--- src/rtl/core/tsb_pkg.sv ---
// Shared types and constants for the bilinear texture sampler.
// Used by every module of the block and by its port checker.
package tsb_pkg;

    // Default texture dimension (texels along one side of the store)
    localparam int TEX_DIM_DEF = 256;

    // Size register width and reset value
    localparam int          REG_W     = 9;
    localparam logic [8:0]  REG_RESET = 9'd256;

    // Configuration port
    localparam int          PADDR_W     = 3;
    localparam logic [2:0]  ADDR_WIDTH  = 3'd0;
    localparam logic [2:0]  ADDR_HEIGHT = 3'd4;

    // Request kinds
    typedef enum logic [1:0] {
        REQ_BLEND    = 2'd0,
        REQ_NEAREST  = 2'd1,
        REQ_BILINEAR = 2'd2,
        REQ_FILL     = 2'd3
    } req_t;

    // Texel store port control
    typedef struct packed {
        logic en;
        logic we;
    } mem_ctl_t;

endpackage

--- src/rtl/core/tsb_coord.sv ---
// Sample position unit: scales Q2.14 coordinates by (size - 1/2) and splits
// the result into integer texel and 8-bit fraction. Depends on tsb_pkg.
module tsb_coord #(
    parameter int TEX_DIM = tsb_pkg::TEX_DIM_DEF,
    localparam int DW = $clog2(TEX_DIM + 1),
    localparam int XW = (DW + 3 > 10) ? DW + 3 : 10
) (
    input  logic                  clk,
    input  logic                  en,
    input  tsb_pkg::req_t         req,
    input  logic [7:0]            tex_x,
    input  logic [7:0]            tex_y,
    input  logic signed [15:0]    coord_s,
    input  logic signed [15:0]    coord_t,
    input  logic [DW-1:0]         w_eff,
    input  logic [DW-1:0]         h_eff,
    output logic signed [XW-1:0]  x0,
    output logic signed [XW-1:0]  y0,
    output logic [7:0]            fs,
    output logic [7:0]            ft
);

    localparam int PW = 16 + DW + 2;

    logic signed [DW+1:0] kw, kh;
    logic signed [PW-1:0] ps, pt;
    logic signed [XW-1:0] x0_reg, y0_reg, x0_next, y0_next;
    logic [7:0]           fs_reg, ft_reg;

    // Scale factor 2*D - 1; the product shifted by 7 is P, by 15 the texel
    assign kw = $signed({1'b0, w_eff, 1'b0}) - $signed((DW + 2)'(1));
    assign kh = $signed({1'b0, h_eff, 1'b0}) - $signed((DW + 2)'(1));
    assign ps = coord_s * kw;
    assign pt = coord_t * kh;

    // Blend writes address the texel directly
    always_comb
    begin
        if (req == tsb_pkg::REQ_BLEND)
        begin
            x0_next = $signed({{(XW - 8){1'b0}}, tex_x});
            y0_next = $signed({{(XW - 8){1'b0}}, tex_y});
        end
        else
        begin
            x0_next = XW'($signed(ps[PW-1:15]));
            y0_next = XW'($signed(pt[PW-1:15]));
        end
    end

    always_ff @(posedge clk)
    begin
        if (en)
        begin
            x0_reg <= x0_next;
            y0_reg <= y0_next;
            fs_reg <= ps[14:7];
            ft_reg <= pt[14:7];
        end
    end

    assign x0 = x0_reg;
    assign y0 = y0_reg;
    assign fs = fs_reg;
    assign ft = ft_reg;

endmodule

--- config.mk ---
export PLATFORM = sky130hd
export DESIGN_NAME = tsb_coord
export DESIGN_NICKNAME = d
export VERILOG_FILES = /design/src/rtl/core/tsb_pkg.sv /design/src/rtl/core/tsb_coord.sv
export SDC_FILE = /design/constraint.sdc
export NUM_CORES = 1
export LEC_CHECK = 0
export BUFFER_PORTS_ARGS = -buffer_cell sky130_fd_sc_hd__buf_2
export CAP_MARGIN = 0
export CELL_PAD_IN_SITES_DETAIL_PLACEMENT = 2
export CELL_PAD_IN_SITES_GLOBAL_PLACEMENT = 2
export CORE_MARGIN = 8
export CORE_UTILIZATION = 40
export CTS_BUF_LIST = sky130_fd_sc_hd__clkbuf_4 sky130_fd_sc_hd__clkbuf_8 sky130_fd_sc_hd__clkbuf_16
export CTS_CLUSTER_SIZE = 16
export DETAILED_ROUTE_END_ITERATION = 8
export PLACE_DENSITY = 0.95
export SYNTH_ARGS = -nofsm -noshare
export SYNTH_HDL_FRONTEND = slang
export SYNTH_SLANG_ARGS = --single-unit
--- constraint.sdc ---
create_clock -name clk -period 7.8 [get_ports clk]
set_clock_uncertainty 0.05 [all_clocks]
set_input_delay 0 -clock clk [delete_from_list [all_inputs] [get_ports clk]]
set_output_delay 0 -clock clk [all_outputs]
set_load 0.02 [all_outputs]
# Yosys cells after proc, flatten, opt, wreduce, memory -nomap -nowiden
# Cells that the tools add are included.
# W data, S select, Z words.
op_classes:
  n_addsub: 2
  n_mul: 2
  n_div: 0
  order_cmp: 0
  eq_ne: 0
  shifts: 0
  muxes: 2
  bitwise: 0
  n_reduce_logical: 1
op_table:
  columns: ["operator", "n"]
  rows:
  - ["$mul A16 B11 Y27", 2]
  - ["$sub A10 B1 Y11 const B", 2]
  - ["$mux W8", 2]
  - ["$logic_not A2 Y1", 1]
totals:
  ff_bits: 40
  latchBits: 0
  ramBits: 0
  mem_bits_ro: 0
  input_bits: 70
  output_inout_bits: 40
  word_cells: 13
  n_memories: 0

# Depth between registers and ports, before layout
depth:
  word_depth: 3
  depth_mapped: 25

# Least setup slack after synthesis
# No wires, ideal clock.
synth_path:
  path_kind: "input -> register"
  from: "input port w_eff[0]"
  to: "register x0_reg[7], in the netlist x0[7], data pin"
  setup_ps: 256
  arrival_ps: 5531
  path_slack_ps: 1962
  cell_stages: 24
  path_buffers: 1
  cell_sequence: "inv_2 > ha_1 > nand2_1 > or3_1 > or3_4 > xnor2_4 > buf_6 > and2_1 > fa_1 > inv_1 > fa_1 > fa_1 > inv_1 > fa_1 > inv_1 > fa_1 > inv_1 > ha_1 > and3_1 > a221o_1 > o21ba_4 > o31ai_1 > a211o_1 > a22o_1"
synth_via:
  elab_chain_len: 3
synth_lines:
  columns: ["element", "line", "rtl"]
  rows:
  - ["from (decl)", "tsb_coord.sv:15", "input logic [DW-1:0] w_eff,"]
  - ["$sub A10 B1 Y11", "tsb_coord.sv:31", "assign kw = $signed({1'b0, w_eff, 1'b0}) - $signed((DW + 2)'(1));"]
  - ["$mul A16 B11 Y27", "tsb_coord.sv:33", "assign ps = coord_s * kw;"]
  - ["$mux W8", "tsb_coord.sv:39", "if (req == tsb_pkg::REQ_BLEND)"]
  - ["net x0_next[7]", "tsb_coord.sv:27", "logic signed [XW-1:0] x0_reg, y0_reg, x0_next, y0_next;"]
  - ["to (signal assigned)", "tsb_coord.sv:55", "x0_reg <= x0_next;"]
  - ["to (decl)", "tsb_coord.sv:27", null]
# The timed path passes the listed nets, and every way through them passes these cells.
# A chain may end at the register's enable or synchronous reset.

# Worst setup path after layout
layout_path:
  from: "input port h_eff[0]"
  to: "register y0_reg[7], in the netlist y0[7], data pin"
layout_via:
  elab_chain_len: 3
layout_lines:
  columns: ["element", "line", "rtl"]
  rows:
  - ["from (decl)", "tsb_coord.sv:16", "input logic [DW-1:0] h_eff,"]
  - ["$sub A10 B1 Y11", "tsb_coord.sv:32", "assign kh = $signed({1'b0, h_eff, 1'b0}) - $signed((DW + 2)'(1));"]
  - ["$mul A16 B11 Y27", "tsb_coord.sv:34", "assign pt = coord_t * kh;"]
  - ["$mux W8", "tsb_coord.sv:39", null]
  - ["net y0_next[7]", "tsb_coord.sv:27", null]
  - ["to (signal assigned)", "tsb_coord.sv:56", "y0_reg <= y0_next;"]
  - ["to (decl)", "tsb_coord.sv:27", null]
# The timed path passes the listed nets, and every way through them passes these cells.

==> flow_metrics.py <==
metrics = {
    "final_layout": {
        "regArea_sq_um": 1200,
        "final_common_cell": "inv_1",
        "drive_above_1_share_pct": 9.87,
        "n_fill_cell": 4030,
        "diodes": 0,
        "nNetsFinal": 2171,
        "final_cell_mix": "inv_1, fa_1, nand2_1",
        "area_growth_pct": 8.37,
        "multi_input_area_sq_um": 11700,
    },
    "min_path": {
        "min_path_type": "input pin to flop",
    },
    "worst_setup_path": {
        "path_max_fanout": 17,
        "cp_top_family": "adder cells",
        "critical_path.slowest_cell": "xor2_2",
        "arrival_ns": 7.01,
        "critPathMaxStageDelay_ns": 0.79,
        "path_cells": "buf_2 > inv_2 > ha_1 > nand2_1 > or3_1 > or3_4 > xor2_2 > nor2b_1 > fa_1 > fa_1 > fa_1 > fa_1 > fa_1 > ha_1 > a21oi_1 > o21ai_0 > a21o_1 > o21ai_0 > a21boi_0 > o31ai_1",
        "crit_path_end_kind": "flop",
        "timing.critical_path.buf_inv": 2,
        "critical_path_required_ns": 7.86,
        "crit_top_cell": "fa_1",
        "crit_type": "input pin to flop",
        "setup.worst_path.start_class": "input pin",
    },
    "global_routing": {
        "grt_use_met1_pct": 26.7,
        "grtUsageMet3_pct": 1.17,
        "grt_pass1_wl_mm": 81.7,
        "busiest_layer": "met2",
        "grt_max_degree": 41,
        "overflow": 0,
        "met2_usage_pct": 51.9,
        "grt_usage_pct": 25.2,
        "first_global_vias": 14000,
        "antenna_found_initial": 0,
    },
    "timing": {
        "tns_ns": 0,
        "maxSlewViolCount": 0,
        "fmax_mhz": 144,
        "tightestPinTransition_ns": 1.06,
        "fin_crit_sh_pct": 89.2,
        "finalHoldViolCount": 0,
        "fin_crit_ns": 6.95,
        "setup_viol": 0,
        "rsz0062_at_grt": "no",
        "relSlewSlack_pct": 29.0,
    },
    "run": {
        "maxCapViolCount": 0,
    },
    "synthesis": {
        "yosysTopAreaCellShare_pct": 43.9,
        "synth_cell_type_count": 78,
        "synth.area.top_cells": "fa_1, inv_1, ha_1, edfxtp_1, nand2_1",
        "syn_avg_cell_area_sq_um": 9.20,
        "synth_edf_count": 40,
        "synthFlopType": "edfxtp_1",
        "syn_area_sq_um": 14600,
        "ys_seq_area_share_pct": 8.23,
        "synth_async_sr_flop_share_pct": 0,
        "yosysWarnings": 0,
        "synth_area_leader_cell": "fa_1",
        "ys_seq_elements": 40,
        "synth_nets": 2086,
        "synth_cells": 1586,
    },
    "clocking": {
        "cts_buffers": 5,
        "clock-sinks": 40,
        "cts.reportedPaths.clkPinSlew_ns": 0.06,
        "htree_levels": 2,
        "cts_tree": "yes",
        "root_buffer": "clkbuf_16",
        "ctsLongestPathBuffers": 2,
        "post_cts.repair.setup_buffers": 0,
    },
    "routing": {
        "final_antenna_net_count": 0,
        "drt-wirelength-per-cell_microns": 24.3,
        "vias": 11300,
        "drt_iter0_drc": 503,
        "wirelength_mm": 52.1,
        "dr.pass1.iters": 5,
        "drc": 0,
        "routed_via_density": 5.28,
    },
    "die": {
        "die_w_microns": 207,
        "start_util_pct": 40.2,
        "io_pins": 110,
        "core_area_sq_um": 36300,
        "fp.dieH_microns": 207,
        "rows": 70,
        "die_area_sq_um": 42800,
    },
    "placed_design": {
        "io_buffers": 109,
        "finalWeightedCongestion": 0.897,
        "dp_hpwl_mm": 46.0,
    },
    "status": {
        "status": "finished, final reports clean",
    },
}
synthesized netlist by cell type, types with 24 or more instances:
library cell / number
nor2_1: 68
a21oi_1: 46
nand2_1: 164
fa_1: 320
xnor2_1: 35
o21ai_0: 24
clkbuf_1: 41
inv_1: 394
ha_1: 110
and2_1: 68
nand2b_1: 39
nor2b_1: 64
edfxtp_1: 40
routing by layer:
layer | vias up | share of wire [%]
met3 | 87 | 2.2
li1 | 4915 | -
met1 | 6067 | 37
met2 | 216 | 58
met4 | 0 | 3.1
met5 | - | 0
timing repair:
item | 4_1_cts | 5_1_grt
hold buffers | 7 | 0
hold endpoints to repair | 7 | 0
resized for setup | 0 | 0
stage by stage:
step	area, sq um	util (%)	instances	hold WS [ns]	setup WS [ns]
after detailed placement	15600	43.0	2125	0.236	0.644
after CTS	15800	43.6	2139	0.000674	0.924
after global routing	15800	43.6	2139	0.0278	0.523
final	15800	43.6	2139	0.00290	0.846
after floorplan	14600	-	1586	0.0625	1.96
after global placement	15600	43.0	2125	0.229	1.27
worst paths after layout:
kind	startpoint	to	slack, ns	cells after the start
max	h_eff[0]	y0[7]$_DFFE_PP_	0.85	20
min	tex_y[2]	y0[2]$_DFFE_PP_	0.003	3
layout make-up:
class                      instances  share of cell area (%)
clock buffer                       6                   0.839
clock inverter                     1                  0.0317
multi-input combinational       1099                    73.9
tap                              468                    3.70
sequential                        40                    7.60
timing repair buffer             129                    4.51
inverter                         396                    9.40
cell families after synthesis:
family	share of synthesized area, %
flops	8.23
xor+xnor	3.18
buf+inv	11.7
compound gates	6.69
mux	0.566
simple gates	16.2
fa+ha+maj	53.3
Power is not shown: default switching activity piles up to over one toggle a cycle in this logic, so the estimate is an artifact.
